[config.mk]
export PLATFORM = sky130hd
export DESIGN_NAME = sph_kernel_density
export DESIGN_NICKNAME = d
export VERILOG_FILES = /design/src/design/sphkd_pkg.sv /design/src/design/sph_kernel_density.sv /design/src/design/sphkd_div.sv
export SDC_FILE = /design/constraint.sdc
export NUM_CORES = 2
export LEC_CHECK = 0
export BUFFER_PORTS_ARGS = -buffer_cell sky130_fd_sc_hd__buf_2
export CAP_MARGIN = 20
export CORE_MARGIN = 2
export CORE_UTILIZATION = 39
export CTS_CLUSTER_DIAMETER = 40
export DETAILED_ROUTE_END_ITERATION = 7
export HOLD_SLACK_MARGIN = 0.08
export REMOVE_ABC_BUFFERS = 1
export SYNTH_ARGS = -nofsm -noshare
export SYNTH_HDL_FRONTEND = slang
export SYNTH_SLANG_ARGS = --single-unit
[constraint.sdc]
create_clock -name i_clk -period 20.1 [get_ports i_clk]
set_input_delay 2.01 -clock i_clk [delete_from_list [all_inputs] [get_ports i_clk]]
set_output_delay 2.01 -clock i_clk [all_outputs]
set_load 0.005 [all_outputs]
[src/design/sphkd_pkg.sv]
// ----------------------------------------------------------------------------
// SPH kernel density package
// Shared fixed-point constants, configuration indexes and transfer types.
// ----------------------------------------------------------------------------
package sphkd_pkg;

    localparam int FRAC = 16;
    localparam logic [31:0] ONE_Q = 32'(1) << FRAC;
    localparam logic [31:0] TWO_Q = 32'(2) << FRAC;

    localparam logic [2:0] CFG_INV_H   = 3'd0;
    localparam logic [2:0] CFG_ALPHA   = 3'd1;
    localparam logic [2:0] CFG_MASS    = 3'd2;
    localparam logic [2:0] CFG_REST    = 3'd3;
    localparam logic [2:0] CFG_CLAMP   = 3'd4;

    localparam int DVD_W = 59;
    localparam int DVS_W = 24;
    localparam int QUO_W = 32;

    typedef struct packed {
        logic [15:0]        neighbor_index;
        logic [23:0]        distance;
        logic signed [23:0] offset_x;
        logic signed [23:0] offset_y;
        logic signed [23:0] offset_z;
        logic               self_boundary;
        logic               last_neighbor;
    } t_in_item;

    typedef struct packed {
        logic [15:0]        neighbor_id_out;
        logic [31:0]        kernel_value;
        logic signed [31:0] gradient_x;
        logic signed [31:0] gradient_y;
        logic signed [31:0] gradient_z;
        logic               density_valid;
        logic [31:0]        density_out;
    } t_out_item;

    typedef struct packed {
        logic done;
        logic ovf;
    } t_div_stat;

endpackage

[src/design/sph_kernel_density.sv]
// ----------------------------------------------------------------------------
// SPH cubic-spline kernel and density accumulator
// Kernel weight, gradient and running density for one neighbour per transfer.
// ----------------------------------------------------------------------------
//  channel   valid     stall     payload
//  input     i_valid   o_stall   i_in  (t_in_item)
//  output    o_valid   i_stall   o_out (t_out_item)
//  config    i_cfg_we  -         i_cfg_idx, i_cfg_data
//
// Each item makes eight passes through the shared 32x32 multiplier; unless the
// distance is zero, each gradient component then takes two multiplier passes
// and a run of the serial divider, which stops early when the quotient would
// not fit in 32 bits.
// Reset clears the configuration to its defaults and the density sum to zero.
// A new item is taken only when the sequencer is idle; a finished result waits
// in the output register while the next item is already being worked on.
module sph_kernel_density (
    input  logic                  i_clk,
    input  logic                  i_rst_n,
    input  logic                  i_valid,
    output logic                  o_stall,
    input  sphkd_pkg::t_in_item   i_in,
    output logic                  o_valid,
    input  logic                  i_stall,
    output sphkd_pkg::t_out_item  o_out,
    input  logic                  i_cfg_we,
    input  logic [2:0]            i_cfg_idx,
    input  logic [31:0]           i_cfg_data
);
    import sphkd_pkg::*;

    typedef enum logic [2:0] {S_IDLE, S_MUL, S_DIV, S_FIN} t_state;
    typedef enum logic [3:0] {
        OP_Q, OP_T1SQ, OP_T2SQ, OP_T1CU, OP_T2CU, OP_KERN, OP_COEF, OP_TERM,
        OP_GLO, OP_GHI
    } t_op;

    t_state            r_state;
    t_op               r_op;
    logic [1:0]        r_comp;
    t_in_item          r_in;
    logic [23:0]       r_inv_h;
    logic [31:0]       r_alpha;
    logic [31:0]       r_mass;
    logic [31:0]       r_rest;
    logic              r_clamp;
    logic [47:0]       r_sum;
    logic [31:0]       r_q;
    logic [16:0]       r_t1sq;
    logic [18:0]       r_t2sq;
    logic [16:0]       r_t1cu;
    logic [19:0]       r_t2cu;
    logic [31:0]       r_kern;
    logic [35:0]       r_coef;
    logic              r_sneg;
    logic [DVD_W-1:0]  r_num;
    logic              r_div_go;
    logic [31:0]       r_grad [3];
    t_out_item         r_out;
    logic              r_out_valid;

    logic [16:0]  t1;
    logic [17:0]  t2;
    logic [19:0]  poly;
    logic [20:0]  gpos;
    logic [20:0]  gneg;
    logic [20:0]  smag;
    logic [31:0]  mul_a;
    logic [31:0]  mul_b;
    logic [63:0]  prod;
    logic [48:0]  sum49;
    logic [23:0]  off;
    logic         off_neg;
    logic [23:0]  mag;
    t_div_stat    div_stat;
    logic [31:0]  quo;
    logic         qbig;
    logic         rneg;
    logic [31:0]  gval;
    logic [31:0]  dens;
    logic [31:0]  dsat;
    logic         fin_go;

    assign t1   = (r_q < ONE_Q) ? 17'(ONE_Q - r_q) : '0;
    assign t2   = (r_q < TWO_Q) ? 18'(TWO_Q - r_q) : '0;
    assign poly = ({r_t2cu} > {1'b0, r_t1cu, 2'b00}) ?
                  20'(r_t2cu - {1'b0, r_t1cu, 2'b00}) : '0;
    assign gpos = 21'({r_t1sq, 3'b000}) + 21'({r_t1sq, 2'b00});
    assign gneg = 21'({r_t2sq, 1'b0}) + 21'(r_t2sq);
    assign smag = (gneg > gpos) ? gneg - gpos : gpos - gneg;

    always_comb begin
        case (r_comp)
            2'd0:    off = r_in.offset_x;
            2'd1:    off = r_in.offset_y;
            default: off = r_in.offset_z;
        endcase
    end
    assign off_neg = off[23];
    assign mag     = off_neg ? 24'(-off) : off;

    always_comb begin
        case (r_op)
            OP_Q:    begin mul_a = {8'd0, r_in.distance}; mul_b = {8'd0, r_inv_h}; end
            OP_T1SQ: begin mul_a = 32'(t1);               mul_b = 32'(t1);         end
            OP_T2SQ: begin mul_a = 32'(t2);               mul_b = 32'(t2);         end
            OP_T1CU: begin mul_a = 32'(r_t1sq);           mul_b = 32'(t1);         end
            OP_T2CU: begin mul_a = 32'(r_t2sq);           mul_b = 32'(t2);         end
            OP_KERN: begin mul_a = r_alpha;               mul_b = 32'(poly);       end
            OP_COEF: begin mul_a = r_alpha;               mul_b = 32'(smag);       end
            OP_TERM: begin mul_a = r_mass;                mul_b = r_kern;          end
            OP_GLO:  begin mul_a = r_coef[31:0];          mul_b = 32'(mag);        end
            OP_GHI:  begin mul_a = 32'(r_coef[35:32]);    mul_b = 32'(mag);        end
            default: begin mul_a = '0;                    mul_b = '0;              end
        endcase
    end
    assign prod  = mul_a * mul_b;
    assign sum49 = {1'b0, r_sum} + {1'b0, prod[FRAC+:48]};

    sphkd_div u_div (
        .i_clk      (i_clk),
        .i_rst_n    (i_rst_n),
        .i_start    (r_div_go),
        .i_dividend (r_num),
        .i_divisor  (r_in.distance),
        .o_stat     (div_stat),
        .o_quotient (quo)
    );

    assign qbig = div_stat.ovf;
    assign rneg = (off_neg != r_sneg) && (qbig || quo != '0);
    always_comb begin
        if (rneg) begin
            gval = (qbig || quo > 32'h8000_0000) ? 32'h8000_0000 : 32'(-quo);
        end else begin
            gval = (qbig || quo[31]) ? 32'h7FFF_FFFF : quo;
        end
    end

    assign dsat = (r_sum[47:32] != '0) ? 32'hFFFF_FFFF : r_sum[31:0];
    always_comb begin
        if (r_in.self_boundary) begin
            dens = r_rest;
        end else if (r_clamp && dsat < r_rest) begin
            dens = r_rest;
        end else begin
            dens = dsat;
        end
    end

    assign fin_go = (r_state == S_FIN) && (!r_out_valid || !i_stall);

    always_ff @(posedge i_clk) begin
        if (!i_rst_n) begin
            r_state     <= S_IDLE;
            r_op        <= OP_Q;
            r_comp      <= '0;
            r_div_go    <= 1'b0;
            r_out_valid <= 1'b0;
            r_sum       <= '0;
            r_inv_h     <= 24'd65536;
            r_alpha     <= 32'd5215;
            r_mass      <= 32'd65536;
            r_rest      <= 32'd65536000;
            r_clamp     <= 1'b0;
        end else begin
            r_div_go <= (r_state == S_MUL) && (r_op == OP_GHI);
            if (fin_go) begin
                r_out_valid <= 1'b1;
            end else if (r_out_valid && !i_stall) begin
                r_out_valid <= 1'b0;
            end
            if (i_cfg_we) begin
                case (i_cfg_idx)
                    CFG_INV_H: r_inv_h <= i_cfg_data[23:0];
                    CFG_ALPHA: r_alpha <= i_cfg_data;
                    CFG_MASS:  r_mass  <= i_cfg_data;
                    CFG_REST:  r_rest  <= i_cfg_data;
                    CFG_CLAMP: r_clamp <= i_cfg_data[0];
                    default:   ;
                endcase
            end
            case (r_state)
                S_IDLE: begin
                    if (i_valid) begin
                        r_in      <= i_in;
                        r_op      <= OP_Q;
                        r_comp    <= '0;
                        r_grad[0] <= '0;
                        r_grad[1] <= '0;
                        r_grad[2] <= '0;
                        r_state   <= S_MUL;
                    end
                end
                S_MUL: begin
                    case (r_op)
                        OP_Q:    begin r_q    <= prod[FRAC+:32]; r_op <= OP_T1SQ; end
                        OP_T1SQ: begin r_t1sq <= prod[FRAC+:17]; r_op <= OP_T2SQ; end
                        OP_T2SQ: begin r_t2sq <= prod[FRAC+:19]; r_op <= OP_T1CU; end
                        OP_T1CU: begin r_t1cu <= prod[FRAC+:17]; r_op <= OP_T2CU; end
                        OP_T2CU: begin r_t2cu <= prod[FRAC+:20]; r_op <= OP_KERN; end
                        OP_KERN: begin
                            r_kern <= (prod[FRAC+32+:4] != '0) ? 32'hFFFF_FFFF
                                                               : prod[FRAC+:32];
                            r_op   <= OP_COEF;
                        end
                        OP_COEF: begin
                            r_coef <= prod[FRAC+:36];
                            r_sneg <= gneg > gpos;
                            r_op   <= OP_TERM;
                        end
                        OP_TERM: begin
                            r_sum <= sum49[48] ? '1 : sum49[47:0];
                            if (r_in.distance == '0) begin
                                r_state <= S_FIN;
                            end else begin
                                r_op <= OP_GLO;
                            end
                        end
                        OP_GLO: begin
                            r_num <= prod[DVD_W-1:0];
                            r_op  <= OP_GHI;
                        end
                        OP_GHI: begin
                            r_num    <= r_num + {prod[DVD_W-33:0], 32'd0};
                            r_state  <= S_DIV;
                        end
                        default: r_state <= S_IDLE;
                    endcase
                end
                S_DIV: begin
                    if (div_stat.done) begin
                        r_grad[r_comp] <= gval;
                        if (r_comp == 2'd2) begin
                            r_state <= S_FIN;
                        end else begin
                            r_comp  <= r_comp + 2'd1;
                            r_op    <= OP_GLO;
                            r_state <= S_MUL;
                        end
                    end
                end
                S_FIN: begin
                    if (fin_go) begin
                        r_out.neighbor_id_out <= r_in.neighbor_index;
                        r_out.kernel_value    <= r_kern;
                        r_out.gradient_x      <= r_grad[0];
                        r_out.gradient_y      <= r_grad[1];
                        r_out.gradient_z      <= r_grad[2];
                        r_out.density_valid   <= r_in.last_neighbor;
                        r_out.density_out     <= r_in.last_neighbor ? dens : '0;
                        if (r_in.last_neighbor) begin
                            r_sum <= '0;
                        end
                        r_state     <= S_IDLE;
                    end
                end
                default: r_state <= S_IDLE;
            endcase
        end
    end

    assign o_stall = (r_state != S_IDLE);
    assign o_valid = r_out_valid;
    assign o_out   = r_out;

endmodule

[src/design/sphkd_div.sv]
// ----------------------------------------------------------------------------
// SPH kernel density serial divider
// Restoring divider, one quotient bit per cycle, flags quotients of 2^32 or more.
// ----------------------------------------------------------------------------
module sphkd_div (
    input  logic                           i_clk,
    input  logic                           i_rst_n,
    input  logic                           i_start,
    input  logic [sphkd_pkg::DVD_W-1:0]    i_dividend,
    input  logic [sphkd_pkg::DVS_W-1:0]    i_divisor,
    output sphkd_pkg::t_div_stat           o_stat,
    output logic [sphkd_pkg::QUO_W-1:0]    o_quotient
);
    import sphkd_pkg::*;

    logic              r_busy;
    logic [4:0]        r_cnt;
    logic              r_done;
    logic              r_ovf;
    logic [DVS_W-1:0]  r_rem;
    logic [QUO_W-1:0]  r_quo;
    logic [DVS_W-1:0]  r_dvs;
    logic [DVS_W:0]    sh;
    logic              fits;
    logic              big;

    assign sh   = {r_rem, r_quo[QUO_W-1]};
    assign fits = sh >= {1'b0, r_dvs};
    assign big  = i_dividend[DVD_W-1:QUO_W] >= {3'b000, i_divisor};

    always_ff @(posedge i_clk) begin
        if (!i_rst_n) begin
            r_busy <= 1'b0;
            r_done <= 1'b0;
            r_cnt  <= '0;
        end else begin
            r_done <= i_start ? big : (r_busy && r_cnt == 5'd31);
            if (i_start) begin
                r_dvs <= i_divisor;
                r_quo <= i_dividend[QUO_W-1:0];
                r_rem <= i_dividend[DVS_W+QUO_W-1:QUO_W];
                r_cnt <= '0;
                r_ovf <= big;
                r_busy <= !big;
            end else if (r_busy) begin
                r_rem <= fits ? DVS_W'(sh - {1'b0, r_dvs}) : sh[DVS_W-1:0];
                r_quo <= {r_quo[QUO_W-2:0], fits};
                r_cnt <= r_cnt + 5'd1;
                if (r_cnt == 5'd31) begin
                    r_busy <= 1'b0;
                end
            end
        end
    end

    assign o_stat.done = r_done;
    assign o_stat.ovf  = r_ovf;
    assign o_quotient  = r_quo;

endmodule
==> results.ini <==
[grt]
grt_antenna_before_repair=39
grt_remaining_overflow=0
grt_pass1_wl_um=429000
grt_pass1_vias=63460
grt_usage_pct=28.7
grt_max_degree=101

[floorplan]
core-area_sq_um=200000
die_width_um=453
rows=164
io-pin-count=333
initial_core_util_pct=39.3
die_area_sq_um=205000
die_h_um=453

[routing]
dr.pass1.iters=8
drtIter0Drc=6339
vias_per_cell=5.58
drt_wl_total_um=295000
drt-wirelength-per-cell_um=26.3
drc_errors=0
num_vias=62647
ant_nets=0

[synth]
muxShareOfSynthArea_pct=0.949
yosys_warnings=0
yosys.area_share.simple_pct=14.4
yosys.area_share.xor_xnor_pct=2.75
ys_top_cells_by_count=inv_1 (1230), nand2_1 (1109), fa_1 (903)
yosysTopAreaCell=edfxtp_1
synth_top_area_share_pct=26.8
synth_area_sq_um=78600
avgSynthCellArea_sq_um=9.70
yosysSeqAreaShare_pct=31.5
syn_inst=8105
synth_seq_cells=887
yosys.area_share.adder_pct=31.3
synthDistinctLibCells=99
async_flop_share_pct=0
netlist_top_cells_area=edfxtp_1 (27%), fa_1 (23%), ha_1 (8.3%)
synthFlopType=edfxtp_1
synth_top_family_by_area=adder cells
yosysMostFrequentCell=inv_1
synth-compound-area-share_pct=11.2
synth-edff-count=701

[hold_path]
holdPathEnd=o_out[38]
hold_path_depth=0
min_from=r_grad[2][5]
min_path_type=reg -> reg

[timing]
final-hold-violation-count=0
fin_crit_ns=19.13
timing.fmax_mhz=52.3
tightestPinTransition_ns=1.24
rsz0062_at_grt=false
fin_crit_sh_pct=95.2
final.setup_skew_ns=0.0561
setup_viol=0
drv_slew=0
slew_headroom_pct=17.2
finalSetupTns_ns=0

[worst_setup_path]
crit_required_ns=20.86
max_stage_delay_ns=0.97
worstSetupStartpointType=flip-flop
crit_path_end_kind=flip-flop
slowest_stage=or3_1
path_common_cell=fa_1
timing.rr.start=r_t2sq[1]
rr_endpoint=r_sum[34]
path_class=reg -> reg
ff2ff_path_depth=54
startpoint=r_t2sq[1]
r2r_slack_ns=0.97
cp_max_fo=32
cp.arrival_ns=19.90

[power_and_ir_drop]
switching_share_pct=33.8
comb_power_share_pct=22.9
power_density_nw_per_um2=70.1
p_leak_nw=39.4
p_int_mw=4.16
ir_drop_mv=0.0968
seqPwrFrac_pct=33.7
power.share.clock_pct=43.5
p_switching_mw=2.12

[cts]
clockBufferDepth=3
clk_latency_ns=0.83
cts_buffers=157
cts_tree=yes
htreeDepth=4
clk_pin_slew_ns=0.06
root_buffer=clkbuf_16
clock_sinks=887

[run_status]
outcome=complete, no violations

[layout]
drive_gt1_share_pct=11.9
num-nets-final=9991
areaGrowthSynthToFinish_pct=14.0
final_util_pct=44.8

[placed_design]
place_congestion=0.994
hpwlAfterDp_um=228000
io_buffers=332

[run]
drv_cap=0

worst max path at each step:
stage | slack [ns] | to | depth (start not counted)
after floorplan | 4.18 | r_sum[10] | 56
after global placement | 1.17 | r_sum[24] | 56
after detailed placement | 0.97 | r_sum[22] | 54
after CTS | 0.91 | r_sum[24] | 54
after global routing | 0.1 | r_sum[13] | 58
final | 0.97 | r_sum[34] | 54
layout make-up:
cell class / instances / area, sq um
antenna: 22 / 55.1
clock buffer: 171 / 4080
clock inverter: 122 / 1420
sequential: 887 / 24800
multi-input combinational: 5598 / 48000
fill: 19108 / 110000
inverter: 1231 / 4620
tap: 2656 / 3320
timing repair buffer: 538 / 3310
registers in the layout, indices dropped and copies added, names as in the netlist, 36 cells and up:
signal  count
o_out     177
r_num      59
r_in      114
r_coef     36
r_grad     96
r_sum      48
layout by cell type, fill, tap and decap left out, types with 40 or more instances in the layout:
cell type / n
inv_1: 1229
nand2_1: 1109
fa_1: 903
nor2_1: 740
edfxtp_1: 701
ha_1: 521
buf_2: 331
a21oi_1: 277
o21ai_0: 227
buf_4: 200
dfxtp_1: 185
clkbuf_16: 161
xnor2_1: 148
a21o_1: 142
a21boi_0: 117
nor2b_1: 112
xor2_1: 92
nand3_1: 90
a22oi_1: 77
and2_1: 72
or2_2: 68
nand2b_1: 65
a211oi_1: 64
nor3_1: 61
nand4_1: 47
mux2_2: 44
a31oi_1: 40
power groups by stage:
stage	combinational [mW]	clock [mW]	sequential, mW
finish	1.44	2.73	2.11
floorplan	0.717	0	2.14
global placement	1.37	0	2.15
CTS	1.39	2.77	2.11
global route	1.51	2.85	2.12
detailed placement	1.38	0	2.15
logic make-up after synthesis:
family	Yosys count
buf+inv	1620
flops	887
fa+ha+maj	1424
xor+xnor	247
compound gates	1300
mux	69
simple gates	2558
through the flow:
stage          cells  hold slack, ns  instance area, sq um  worst slack, ns  total power, mW
2_1_floorplan   7716           0.400                 77000             4.18             2.86
3_3_place_gp   10904           0.400                 83900             1.17             3.52
3_5_place_dp   10904           0.405                 83900            0.972             3.54
4_1_cts        11197           0.413                 89400            0.907             6.27
5_1_grt        11216           0.424                 89600           0.0992             6.48
6_report       11225           0.414                 89600            0.966             6.28
worst max-delay path, delay by kind of cell, from the launching register on:
kind	cells	cell delay, ns
multiplexers	2	0.60
flip-flops	1	0.48
adder cells (fa/ha/maj)	13	5.95
AO/OA/AOI/OAI	17	5.14
AND/OR/NAND/NOR	15	4.47
buffers and inverters	5	1.53
XOR/XNOR	2	0.81
per-layer routing:
metal  GRT usage [%]  routed length, um  vias up
met5               0                 51        -
met4            17.4              20400        8
met3            5.93              26400      717
met2            44.9             132000     3065
met1            36.5             116000    31524
li1                -                  -    27333
what timing repair did:
item | CTS | global route
setup buffers | 0 | 0
gates resized for setup | 0 | 3
hold buffers | 0 | 0
setup endpoints to repair | 0 | 32
No activity file was read; power rests on OpenSTA's default activity.
